--- src/sv/ppg_pkg.sv ---
`timescale 1ns / 1ps

package ppg_pkg;

    localparam int RASTER_WIDTH  = 128;
    localparam int RASTER_HEIGHT = 64;
    localparam int COL_CNT_W     = (RASTER_WIDTH > 1) ? $clog2(RASTER_WIDTH) : 1;
    localparam int ROW_CNT_W     = (RASTER_HEIGHT > 1) ? $clog2(RASTER_HEIGHT) : 1;

    localparam int PHASE_W   = 8;
    localparam int SHADE_W   = 8;
    localparam int COLUMN_W  = 7;
    localparam int ROW_W     = 6;
    localparam int CFG_IDX_W = 3;

    localparam int FULL_TURN    = 360;
    localparam int HALF_TURN    = 180;
    localparam int QUARTER_TURN = 90;
    localparam int TURN3_4      = 270;
    localparam int WAVE_AMP     = 90;
    localparam int SINE_SHIFT   = 14;
    localparam int SHADE_PEAK   = 121;
    localparam int SHADE_PERIOD = 242;
    localparam int WAVE_COUNT   = 4;

    typedef enum logic [CFG_IDX_W-1:0] {
        REG_FREQ   = 3'd0,
        REG_SPEED1 = 3'd1,
        REG_SPEED2 = 3'd2,
        REG_SPEED3 = 3'd3,
        REG_SPEED4 = 3'd4
    } cfg_reg_t;

    typedef struct packed {
        logic               valid;
        logic [PHASE_W-1:0] phase;
    } ppg_issue_t;

    typedef struct packed {
        logic               valid;
        logic [PHASE_W-1:0] value;
    } ppg_wave_t;

    localparam logic [14:0] QUARTER_SINE [0:90] = '{
        15'd0, 15'd285, 15'd571, 15'd857, 15'd1142, 15'd1427, 15'd1712, 15'd1996,
        15'd2280, 15'd2563, 15'd2845, 15'd3126, 15'd3406, 15'd3685, 15'd3963,
        15'd4240, 15'd4516, 15'd4790, 15'd5062, 15'd5334, 15'd5603, 15'd5871,
        15'd6137, 15'd6401, 15'd6663, 15'd6924, 15'd7182, 15'd7438, 15'd7691,
        15'd7943, 15'd8191, 15'd8438, 15'd8682, 15'd8923, 15'd9161, 15'd9397,
        15'd9630, 15'd9860, 15'd10086, 15'd10310, 15'd10531, 15'd10748, 15'd10963,
        15'd11173, 15'd11381, 15'd11585, 15'd11785, 15'd11982, 15'd12175,
        15'd12365, 15'd12550, 15'd12732, 15'd12910, 15'd13084, 15'd13254,
        15'd13420, 15'd13582, 15'd13740, 15'd13894, 15'd14043, 15'd14188,
        15'd14329, 15'd14466, 15'd14598, 15'd14725, 15'd14848, 15'd14967,
        15'd15081, 15'd15190, 15'd15295, 15'd15395, 15'd15491, 15'd15582,
        15'd15668, 15'd15749, 15'd15825, 15'd15897, 15'd15964, 15'd16025,
        15'd16082, 15'd16135, 15'd16182, 15'd16224, 15'd16261, 15'd16294,
        15'd16321, 15'd16344, 15'd16361, 15'd16374, 15'd16381, 15'd16384
    };

    function automatic logic [SHADE_W-1:0] shade_of(input logic [PHASE_W-1:0] i);
        logic [SHADE_W-1:0] s;
        if (i <= PHASE_W'(SHADE_PEAK))
            s = {i[SHADE_W-2:0], 1'b0};
        else if (i <= PHASE_W'(SHADE_PERIOD))
            s = SHADE_W'({PHASE_W'(PHASE_W'(SHADE_PERIOD) - i), 1'b0});
        else
            s = SHADE_W'({PHASE_W'(i - PHASE_W'(SHADE_PERIOD)), 1'b0});
        return s;
    endfunction

endpackage

--- src/sv/ppg_wave_unit.sv ---
`timescale 1ns / 1ps

module ppg_wave_unit
    import ppg_pkg::*;
(
    input  logic               clk,
    input  logic               rst_n,
    input  logic [7:0]         frequency,
    input  ppg_issue_t         issue,
    output ppg_wave_t          wave
);

    logic [7:0]         freq_sat;
    logic [15:0]        prod;
    logic [7:0]         frac_reg;
    logic               frac_valid_reg;
    logic [16:0]        scaled;
    logic [8:0]         deg;
    logic [6:0]         fold;
    logic               neg;
    logic [21:0]        amp_full;
    logic [6:0]         amp;
    logic [PHASE_W-1:0] wave_value_next;
    logic [PHASE_W-1:0] wave_value_reg;
    logic               wave_valid_reg;

    assign freq_sat = (frequency == 8'd0) ? 8'd1 : frequency;
    assign prod     = 16'(issue.phase) * 16'(freq_sat);

    // degree depends only on the low byte of index * frequency
    assign scaled = 17'(frac_reg) * 17'(FULL_TURN);
    assign deg    = scaled[16:8];

    always_comb
    begin
        neg  = 1'b0;
        fold = 7'd0;
        if (deg <= 9'(QUARTER_TURN))
            fold = 7'(deg);
        else if (deg <= 9'(HALF_TURN))
            fold = 7'(9'(HALF_TURN) - deg);
        else if (deg <= 9'(TURN3_4))
        begin
            fold = 7'(deg - 9'(HALF_TURN));
            neg  = 1'b1;
        end
        else
        begin
            fold = 7'(9'(FULL_TURN) - deg);
            neg  = 1'b1;
        end
    end

    assign amp_full        = 22'(QUARTER_SINE[fold]) * 22'(WAVE_AMP);
    assign amp             = 7'(amp_full >> SINE_SHIFT);
    assign wave_value_next = neg ? PHASE_W'(8'd0 - 8'(amp)) : PHASE_W'(amp);

    always_ff @(posedge clk or negedge rst_n)
    begin
        if (!rst_n)
        begin
            frac_valid_reg <= 1'b0;
            wave_valid_reg <= 1'b0;
        end
        else
        begin
            frac_valid_reg <= issue.valid;
            wave_valid_reg <= frac_valid_reg;
        end
    end

    always_ff @(posedge clk)
    begin
        frac_reg       <= prod[7:0];
        wave_value_reg <= wave_value_next;
    end

    assign wave.valid = wave_valid_reg;
    assign wave.value = wave_value_reg;

endmodule

--- src/sv/plasma_pixel_generator_core.sv ---
`timescale 1ns / 1ps
// Plasma raster pixel generator.
// Input channel: in_valid / in_stall with pixel_request. A word with
// pixel_request high asks for the next pixel; a word with it low is taken
// and gives no result. Output channel: out_valid / out_stall with shade,
// column, row, row_end and frame_end, raster scanned left to right, top down.
// Configuration: cfg_valid / cfg_ready with cfg_index and cfg_data; index 0
// is the wave frequency (0 acts as 1), 1 to 4 the frame phase speeds.
// cfg_ready is always high; write only while no pixel is in flight.
// Pipeline: a pixel word is taken, then the four wave values go one per cycle
// through the shared multiply and sine lookup unit (two register stages), are
// summed and the result is loaded into the output register. in_stall is high
// from acceptance until the result is loaded; no new word is taken meanwhile.
// A word with pixel_request low is taken while idle and leaves in_stall low.
// When out_stall holds a result, the next pixel waits finished in the block
// until the output register frees. Reset clears all phases and the raster
// position and loads the register defaults.
module plasma_pixel_generator_core
    import ppg_pkg::*;
(
    input  logic                 clk,
    input  logic                 rst_n,
    input  logic                 in_valid,
    output logic                 in_stall,
    input  logic                 pixel_request,
    output logic                 out_valid,
    input  logic                 out_stall,
    output logic [SHADE_W-1:0]   shade,
    output logic [COLUMN_W-1:0]  column,
    output logic [ROW_W-1:0]     row,
    output logic                 row_end,
    output logic                 frame_end,
    input  logic                 cfg_valid,
    output logic                 cfg_ready,
    input  logic [CFG_IDX_W-1:0] cfg_index,
    input  logic [7:0]           cfg_data
);

    typedef enum logic [2:0] {
        S_IDLE = 3'b001,
        S_CALC = 3'b010,
        S_HOLD = 3'b100
    } state_t;

    state_t               state_reg, state_next;
    logic [7:0]           freq_reg;
    logic [7:0]           speed1_reg, speed2_reg, speed3_reg, speed4_reg;
    logic [PHASE_W-1:0]   fa_reg, fb_reg, fc_reg, fd_reg;
    logic [PHASE_W-1:0]   fa_next, fb_next, fc_next, fd_next;
    logic [PHASE_W-1:0]   ra_reg, rb_reg, cc_reg, cd_reg;
    logic [PHASE_W-1:0]   ra_next, rb_next, cc_next, cd_next;
    logic [COL_CNT_W-1:0] col_reg, col_next;
    logic [ROW_CNT_W-1:0] row_cnt_reg, row_cnt_next;
    logic [2:0]           issue_cnt_reg, issue_cnt_next;
    logic [1:0]           done_cnt_reg, done_cnt_next;
    logic [PHASE_W-1:0]   acc_reg, acc_next;
    logic                 out_valid_reg, out_valid_next;
    logic [SHADE_W-1:0]   shade_reg;
    logic [COLUMN_W-1:0]  column_reg;
    logic [ROW_W-1:0]     row_reg;
    logic                 row_end_reg, frame_end_reg;
    logic                 load;
    logic                 last_col, last_row;
    ppg_issue_t           issue;
    ppg_wave_t            wave;

    assign cfg_ready = 1'b1;
    assign in_stall  = (state_reg != S_IDLE);

    always_ff @(posedge clk or negedge rst_n)
    begin
        if (!rst_n)
        begin
            freq_reg   <= 8'd1;
            speed1_reg <= 8'd4;
            speed2_reg <= 8'd2;
            speed3_reg <= 8'd4;
            speed4_reg <= 8'd2;
        end
        else if (cfg_valid && cfg_ready)
        begin
            case (cfg_index)
                REG_FREQ:   freq_reg   <= cfg_data;
                REG_SPEED1: speed1_reg <= cfg_data;
                REG_SPEED2: speed2_reg <= cfg_data;
                REG_SPEED3: speed3_reg <= cfg_data;
                REG_SPEED4: speed4_reg <= cfg_data;
                default:    ;
            endcase
        end
    end

    always_comb
    begin
        issue.valid = (state_reg == S_CALC) && !issue_cnt_reg[2];
        case (issue_cnt_reg[1:0])
            2'd0:    issue.phase = ra_reg;
            2'd1:    issue.phase = rb_reg;
            2'd2:    issue.phase = cc_reg;
            default: issue.phase = cd_reg;
        endcase
    end

    ppg_wave_unit u_wave (
        .clk       (clk),
        .rst_n     (rst_n),
        .frequency (freq_reg),
        .issue     (issue),
        .wave      (wave)
    );

    assign load     = (state_reg == S_HOLD) && (!out_valid_reg || !out_stall);
    assign last_col = (col_reg == COL_CNT_W'(RASTER_WIDTH - 1));
    assign last_row = (row_cnt_reg == ROW_CNT_W'(RASTER_HEIGHT - 1));

    always_comb
    begin
        state_next     = state_reg;
        issue_cnt_next = issue_cnt_reg;
        done_cnt_next  = done_cnt_reg;
        acc_next       = acc_reg;
        out_valid_next = out_valid_reg;
        fa_next = fa_reg; fb_next = fb_reg; fc_next = fc_reg; fd_next = fd_reg;
        ra_next = ra_reg; rb_next = rb_reg; cc_next = cc_reg; cd_next = cd_reg;
        col_next     = col_reg;
        row_cnt_next = row_cnt_reg;

        if (out_valid_reg && !out_stall)
            out_valid_next = 1'b0;

        case (state_reg)
            S_IDLE:
            begin
                issue_cnt_next = 3'd0;
                done_cnt_next  = 2'd0;
                acc_next       = '0;
                if (in_valid && pixel_request)
                    state_next = S_CALC;
            end
            S_CALC:
            begin
                if (issue.valid)
                    issue_cnt_next = issue_cnt_reg + 3'd1;
                if (wave.valid)
                begin
                    acc_next      = acc_reg + wave.value;
                    done_cnt_next = done_cnt_reg + 2'd1;
                    if (done_cnt_reg == 2'(WAVE_COUNT - 1))
                        state_next = S_HOLD;
                end
            end
            S_HOLD:
            begin
                if (load)
                begin
                    out_valid_next = 1'b1;
                    state_next     = S_IDLE;
                    if (!last_col)
                    begin
                        col_next = col_reg + COL_CNT_W'(1);
                        cc_next  = cc_reg + 8'd1;
                        cd_next  = cd_reg + 8'd2;
                    end
                    else
                    begin
                        col_next = '0;
                        if (!last_row)
                        begin
                            row_cnt_next = row_cnt_reg + ROW_CNT_W'(1);
                            ra_next = ra_reg + 8'd2;
                            rb_next = rb_reg + 8'd1;
                            cc_next = fc_reg;
                            cd_next = fd_reg;
                        end
                        else
                        begin
                            row_cnt_next = '0;
                            fa_next = fa_reg + speed1_reg;
                            fb_next = fb_reg - speed2_reg;
                            fc_next = fc_reg + speed3_reg;
                            fd_next = fd_reg - speed4_reg;
                            ra_next = fa_next;
                            rb_next = fb_next;
                            cc_next = fc_next;
                            cd_next = fd_next;
                        end
                    end
                end
            end
            default:
                state_next = S_IDLE;
        endcase
    end

    always_ff @(posedge clk or negedge rst_n)
    begin
        if (!rst_n)
        begin
            state_reg     <= S_IDLE;
            issue_cnt_reg <= 3'd0;
            done_cnt_reg  <= 2'd0;
            out_valid_reg <= 1'b0;
            fa_reg <= '0; fb_reg <= '0; fc_reg <= '0; fd_reg <= '0;
            ra_reg <= '0; rb_reg <= '0; cc_reg <= '0; cd_reg <= '0;
            col_reg     <= '0;
            row_cnt_reg <= '0;
        end
        else
        begin
            state_reg     <= state_next;
            issue_cnt_reg <= issue_cnt_next;
            done_cnt_reg  <= done_cnt_next;
            out_valid_reg <= out_valid_next;
            fa_reg <= fa_next; fb_reg <= fb_next; fc_reg <= fc_next; fd_reg <= fd_next;
            ra_reg <= ra_next; rb_reg <= rb_next; cc_reg <= cc_next; cd_reg <= cd_next;
            col_reg     <= col_next;
            row_cnt_reg <= row_cnt_next;
        end
    end

    always_ff @(posedge clk)
    begin
        acc_reg <= acc_next;
        if (load)
        begin
            shade_reg     <= shade_of(acc_reg);
            column_reg    <= COLUMN_W'(col_reg);
            row_reg       <= ROW_W'(row_cnt_reg);
            row_end_reg   <= last_col;
            frame_end_reg <= last_col && last_row;
        end
    end

    assign out_valid = out_valid_reg;
    assign shade     = shade_reg;
    assign column    = column_reg;
    assign row       = row_reg;
    assign row_end   = row_end_reg;
    assign frame_end = frame_end_reg;

endmodule

--- config.mk ---
export PLATFORM = sky130hd
export DESIGN_NAME = plasma_pixel_generator_core
export DESIGN_NICKNAME = d
export VERILOG_FILES = /design/src/sv/ppg_pkg.sv /design/src/sv/ppg_wave_unit.sv /design/src/sv/plasma_pixel_generator_core.sv
export SDC_FILE = /design/constraint.sdc
export NUM_CORES = 1
export LEC_CHECK = 0
export BUFFER_PORTS_ARGS = -buffer_cell sky130_fd_sc_hd__buf_4
export CAP_MARGIN = 20
export CORE_ASPECT_RATIO = 0.7
export CORE_MARGIN = 2
export CORE_UTILIZATION = 69
export DETAILED_ROUTE_END_ITERATION = 10
export PLACE_DENSITY_LB_ADDON = 0.15
export SLEW_MARGIN = 10
export SYNTH_ARGS = -nofsm -noshare
export SYNTH_HDL_FRONTEND = slang
export SYNTH_HIERARCHICAL = 1
export SYNTH_SLANG_ARGS = --single-unit
--- constraint.sdc ---
create_clock -name clk -period 19.17 [get_ports clk]
set_input_delay 3.834 -clock clk [delete_from_list [all_inputs] [get_ports clk]]
set_output_delay 3.834 -clock clk [all_outputs]
set_load 0.1 [all_outputs]
==> reports/metrics.csv <==
stage,metric,value,unit
worst_setup_path,CP max stage cell,or4b_2,
grt,Tot GR Track Use,34.8,%
grt,vias in the first global route,12400,
grt,largest net degree at the start of global routing,66,
drt,detailed-route wire length,39.5,mm
drt,Iteration-0 DRC Markers,1537,
cells_and_area,Seq. cell area,4430,um^2
job,# Max-Cap Violations,0,
timing,hold slack,347,ps
yosys,ys async rst share,73.6,%
cells_and_area,Final Util,73.8,%
timing,fmax,82.3,MHz
clock_network,H-tree Lvls,4,
timing,period utilization,63.4,%
drt,Vias/cell,6.59,
worst_setup_path,CP Launch Type,flip-flop,
placed_design,Detailed Place HPWL,28.6,mm
clock_network,CTS tree,built,
clock_network,Resize count post-CTS,0,
worst_setup_path,Max Fanout on Critical Path,15,
power_and_ir_drop,leakage power,7.38,nW
power_and_ir_drop,P_sw,1.22,mW
timing,Slew headroom,28.4,%
clock_network,Clock Path Buffers,2,
clock_network,CTS Buf Count,17,
yosys,Syn Nets,1898,
worst_setup_path,delay of the slowest critical-path stage,640,ps
die,full die area,23100,um^2
worst_setup_path,CP startpoint,u_wave/frac_reg[2],
timing,final hold viol count,0,
die,Die W,181,um
timing,fin. max-slew vios,0,
yosys,Synth Instances,1686,
yosys,count of cell types in the netlist,108,
drt,Post-route DRC,0,
yosys,Yosys warning count,6,
clock_network,Root Buffer,clkbuf_16,
worst_setup_path,data required time of the critical path,19540,ps
worst_setup_path,reg-to-reg startpoint,u_wave/frac_reg[2],
power_and_ir_drop,sequential power share,17.6,%
die,row count,45,
grt,GRT overflow,0,
yosys,Mapped Area,15100,um^2
status,status,finished clean,
placed_design,Final GP Congestion,0.993,
placed_design,number of port buffers,40,
cells_and_area,ratio of cells with drive above 1 in the final layout,9.48,%
cells_and_area,Fillers,1564,
drt,via count,13000,
yosys,"Top FF cell, synth",dfrtp_1,
worst_setup_path,Setup CP Type,reg2reg,
timing,Clock Skews,11.5,ps
die,Core ar.,21600,um^2
die,Ports,43,
die,Initial Util,70.0,%
yosys,"Seq/Total Area, Yosys",29.3,%
die,Die Ht,128,um
drt,Final ANT Viol Nets,0,
hold_path,hold_sp,u_wave/frac_valid_reg,
grt,initial antenna violation count,0,
worst_setup_path,CP arrival,12520,ps
drt,DRT Pass-1 Iters,7,
timing,setup violators final,0,
clock_network,Setup Buffers After CTS,0,
cells_and_area,Layout Nets,1886,
power_and_ir_drop,Sw Share,48.7,%
timing,Final min period,12150,ps
power_and_ir_drop,Pint,1.28,mW
power_and_ir_drop,clock share of power,13.3,%
cells_and_area,footprint of the multi-input gates,9610,um^2
worst_setup_path,most frequent CP cell,ha_1,
cells_and_area,antenna diode count,0,
timing,RSZ-0062 raised after global routing,false,
power_and_ir_drop,Power Total,2.50,mW
worst_setup_path,Worst setup EP type,flip-flop,
timing,TNS Setup,0,ps
yosys,Synth Register Bits,174,
clock_network,Post-CTS Hold Buffers,0,
grt,first-pass GRT wire length,64.1,mm
hold_path,Hold WC Path Type,reg2reg,
clock_network,"Reg clk slew, reported paths",70,ps
drt,drt wl/cell,20.0,um
power_and_ir_drop,worst vdd ir,0.214,mV
clock_network,CTS Sinks,174,
yosys,"Avg Cell Area, Syn",8.96,um^2
timing,Worst-Margin Slew,1070,ps
power_and_ir_drop,Logic pwr share,69.1,%
power_and_ir_drop,Pwr Density,157,nW/um^2
yosys,"EDFF count, synth",30,
cells_and_area,Synth-to-Final Area Change,5.41,%
clock_network,clk_lat worst skew,450,ps
==> cell families (layout without fill, tap and decap cells) <==
| kind of cell | count (synthesis) | in the layout | share of synthesized area (%) |
|---|---|---|---|
| muxes | 56 | 56 | 4.09 |
| AOI/OAI and AO/OA | 435 | 435 | 19.9 |
| xor gates and xnor gates | 78 | 78 | 4.71 |
| adders and majority gates | 195 | 195 | 18.5 |
| DFF | 174 | 174 | 29.3 |
| other | 2 | 2 | 0.0497 |
| buffers and inverters | 241 | 242 | 7.05 |
| and+or+nand+nor | 505 | 505 | 16.3 |
==> area by class of cell <==
type                            count  area share, %
Clock inverter                     12          0.707
Timing Repair Buffer               50           2.38
Multi-Input combinational cell   1271           60.3
Tap cell                          282           2.22
Inverter                          160           3.77
Clock buffer                       20           2.74
Sequential cell                   174           27.8
==> cell usage in the layout (no fill, tap or decap), types with 6 or more instances in the layout <==
cell type | netlist | routed
a31oi_1 | 19 | 19
and3_1 | 13 | 13
nand2_1 | 190 | 190
nand2b_1 | 8 | 8
nor4_1 | 10 | 10
and2_1 | 22 | 22
inv_1 | 152 | 152
mux2_2 | 33 | 33
nand4_1 | 12 | 12
nor2b_1 | 17 | 17
nor2_1 | 99 | 99
a222oi_1 | 9 | 9
o22ai_1 | 6 | 6
dfxtp_1 | 16 | 16
o21ai_0 | 93 | 93
o211ai_1 | 18 | 18
o221ai_1 | 9 | 9
nand3b_1 | 7 | 7
dfrtp_1 | 122 | 122
o31ai_1 | 12 | 12
xnor2_1 | 50 | 50
a21oi_1 | 95 | 95
xor2_1 | 25 | 25
dfstp_2 | 6 | 6
ha_1 | 147 | 147
a21o_1 | 22 | 22
a211oi_1 | 20 | 20
fa_1 | 48 | 48
inv_2 | 7 | 7
buf_4 | 7 | 49
clkbuf_16 | 0 | 17
nor3_1 | 38 | 38
o21a_1 | 21 | 21
edfxtp_1 | 30 | 30
or3_1 | 13 | 13
a311oi_1 | 9 | 9
mux2i_1 | 22 | 22
a211o_1 | 10 | 10
nand3_1 | 39 | 39
==> per-stage QoR <==
step | setup slack [ps] | cells | instance area (um^2)
CTS | 7310 | 1969 | 15900
global route | 6540 | 1969 | 15900
finish | 7020 | 1969 | 15900
global placement | 7670 | 1937 | 15400
floorplan | 8830 | 1686 | 15100
detailed placement | 7390 | 1937 | 15400
==> cell usage after synthesis (14+ instances only) <==
master    instances  share of area (%)
mux2i_1          22                1.5
nor3_1           38                1.3
o21a_1           21                1.0
dfxtp_1          16                2.1
dfrtp_1         122                 20
o211ai_1         18               0.89
nand3_1          39                1.3
a211oi_1         20               0.99
edfxtp_1         30                6.0
nor2b_1          17               0.70
nor2_1           99                2.5
and2_1           22               0.91
inv_1           152                3.8
xor2_1           25                1.4
ha_1            147                 12
a21oi_1          95                3.1
buf_2            23               0.76
o21ai_0          93                3.1
nand2_1         190                4.7
a21o_1           22                1.1
xnor2_1          50                2.9
a31oi_1          19               0.79
mux2_2           33                2.5
buf_6            14                1.0
fa_1             48                6.4
clkbuf_1         35               0.87
==> routing by layer <==
layer	up-vias	GRT usage [%]	share of wire (%)
li1	6000	-	-
met1	6180	51.5	45
met2	714	51.4	42
met3	71	8.18	11
met4	2	9.44	1.6
met5	-	1.05	0.086
==> path summary, 6_finish.rpt <==
kind / end / slack [ps] / cells after the start
worst max-delay path: u_wave/wave_value_reg[5] / 7020 / 39
worst min-delay path: u_wave/wave_valid_reg / 350 / 0
worst max register to register: u_wave/wave_value_reg[5] / 7020 / 39
worst min register to register: u_wave/wave_valid_reg / 350 / 0
max in group asynchronous: fc_reg[5] / 14510 / 2
min in group asynchronous: speed2_reg[0] / 3370 / 1
==> power by group through the flow <==
stage	Sequential [mW]	Clock, mW	Combinational (mW)
after floorplan	0.439	0	1.31
after CTS	0.440	0.334	1.70
final	0.441	0.333	1.73
after global placement	0.446	0	1.60
after global routing	0.445	0.350	1.95
after detailed placement	0.447	0	1.68
==> critical path, delay by kind of cell (launching register included) <==
kind,cells,cell delay [ps]
compound gates,14,4080
xor+xnor,2,530
buf+inv,4,770
flops,1,320
simple gates,9,2550
fa+ha+maj,10,3830
Power figures use the tool's default switching activity.
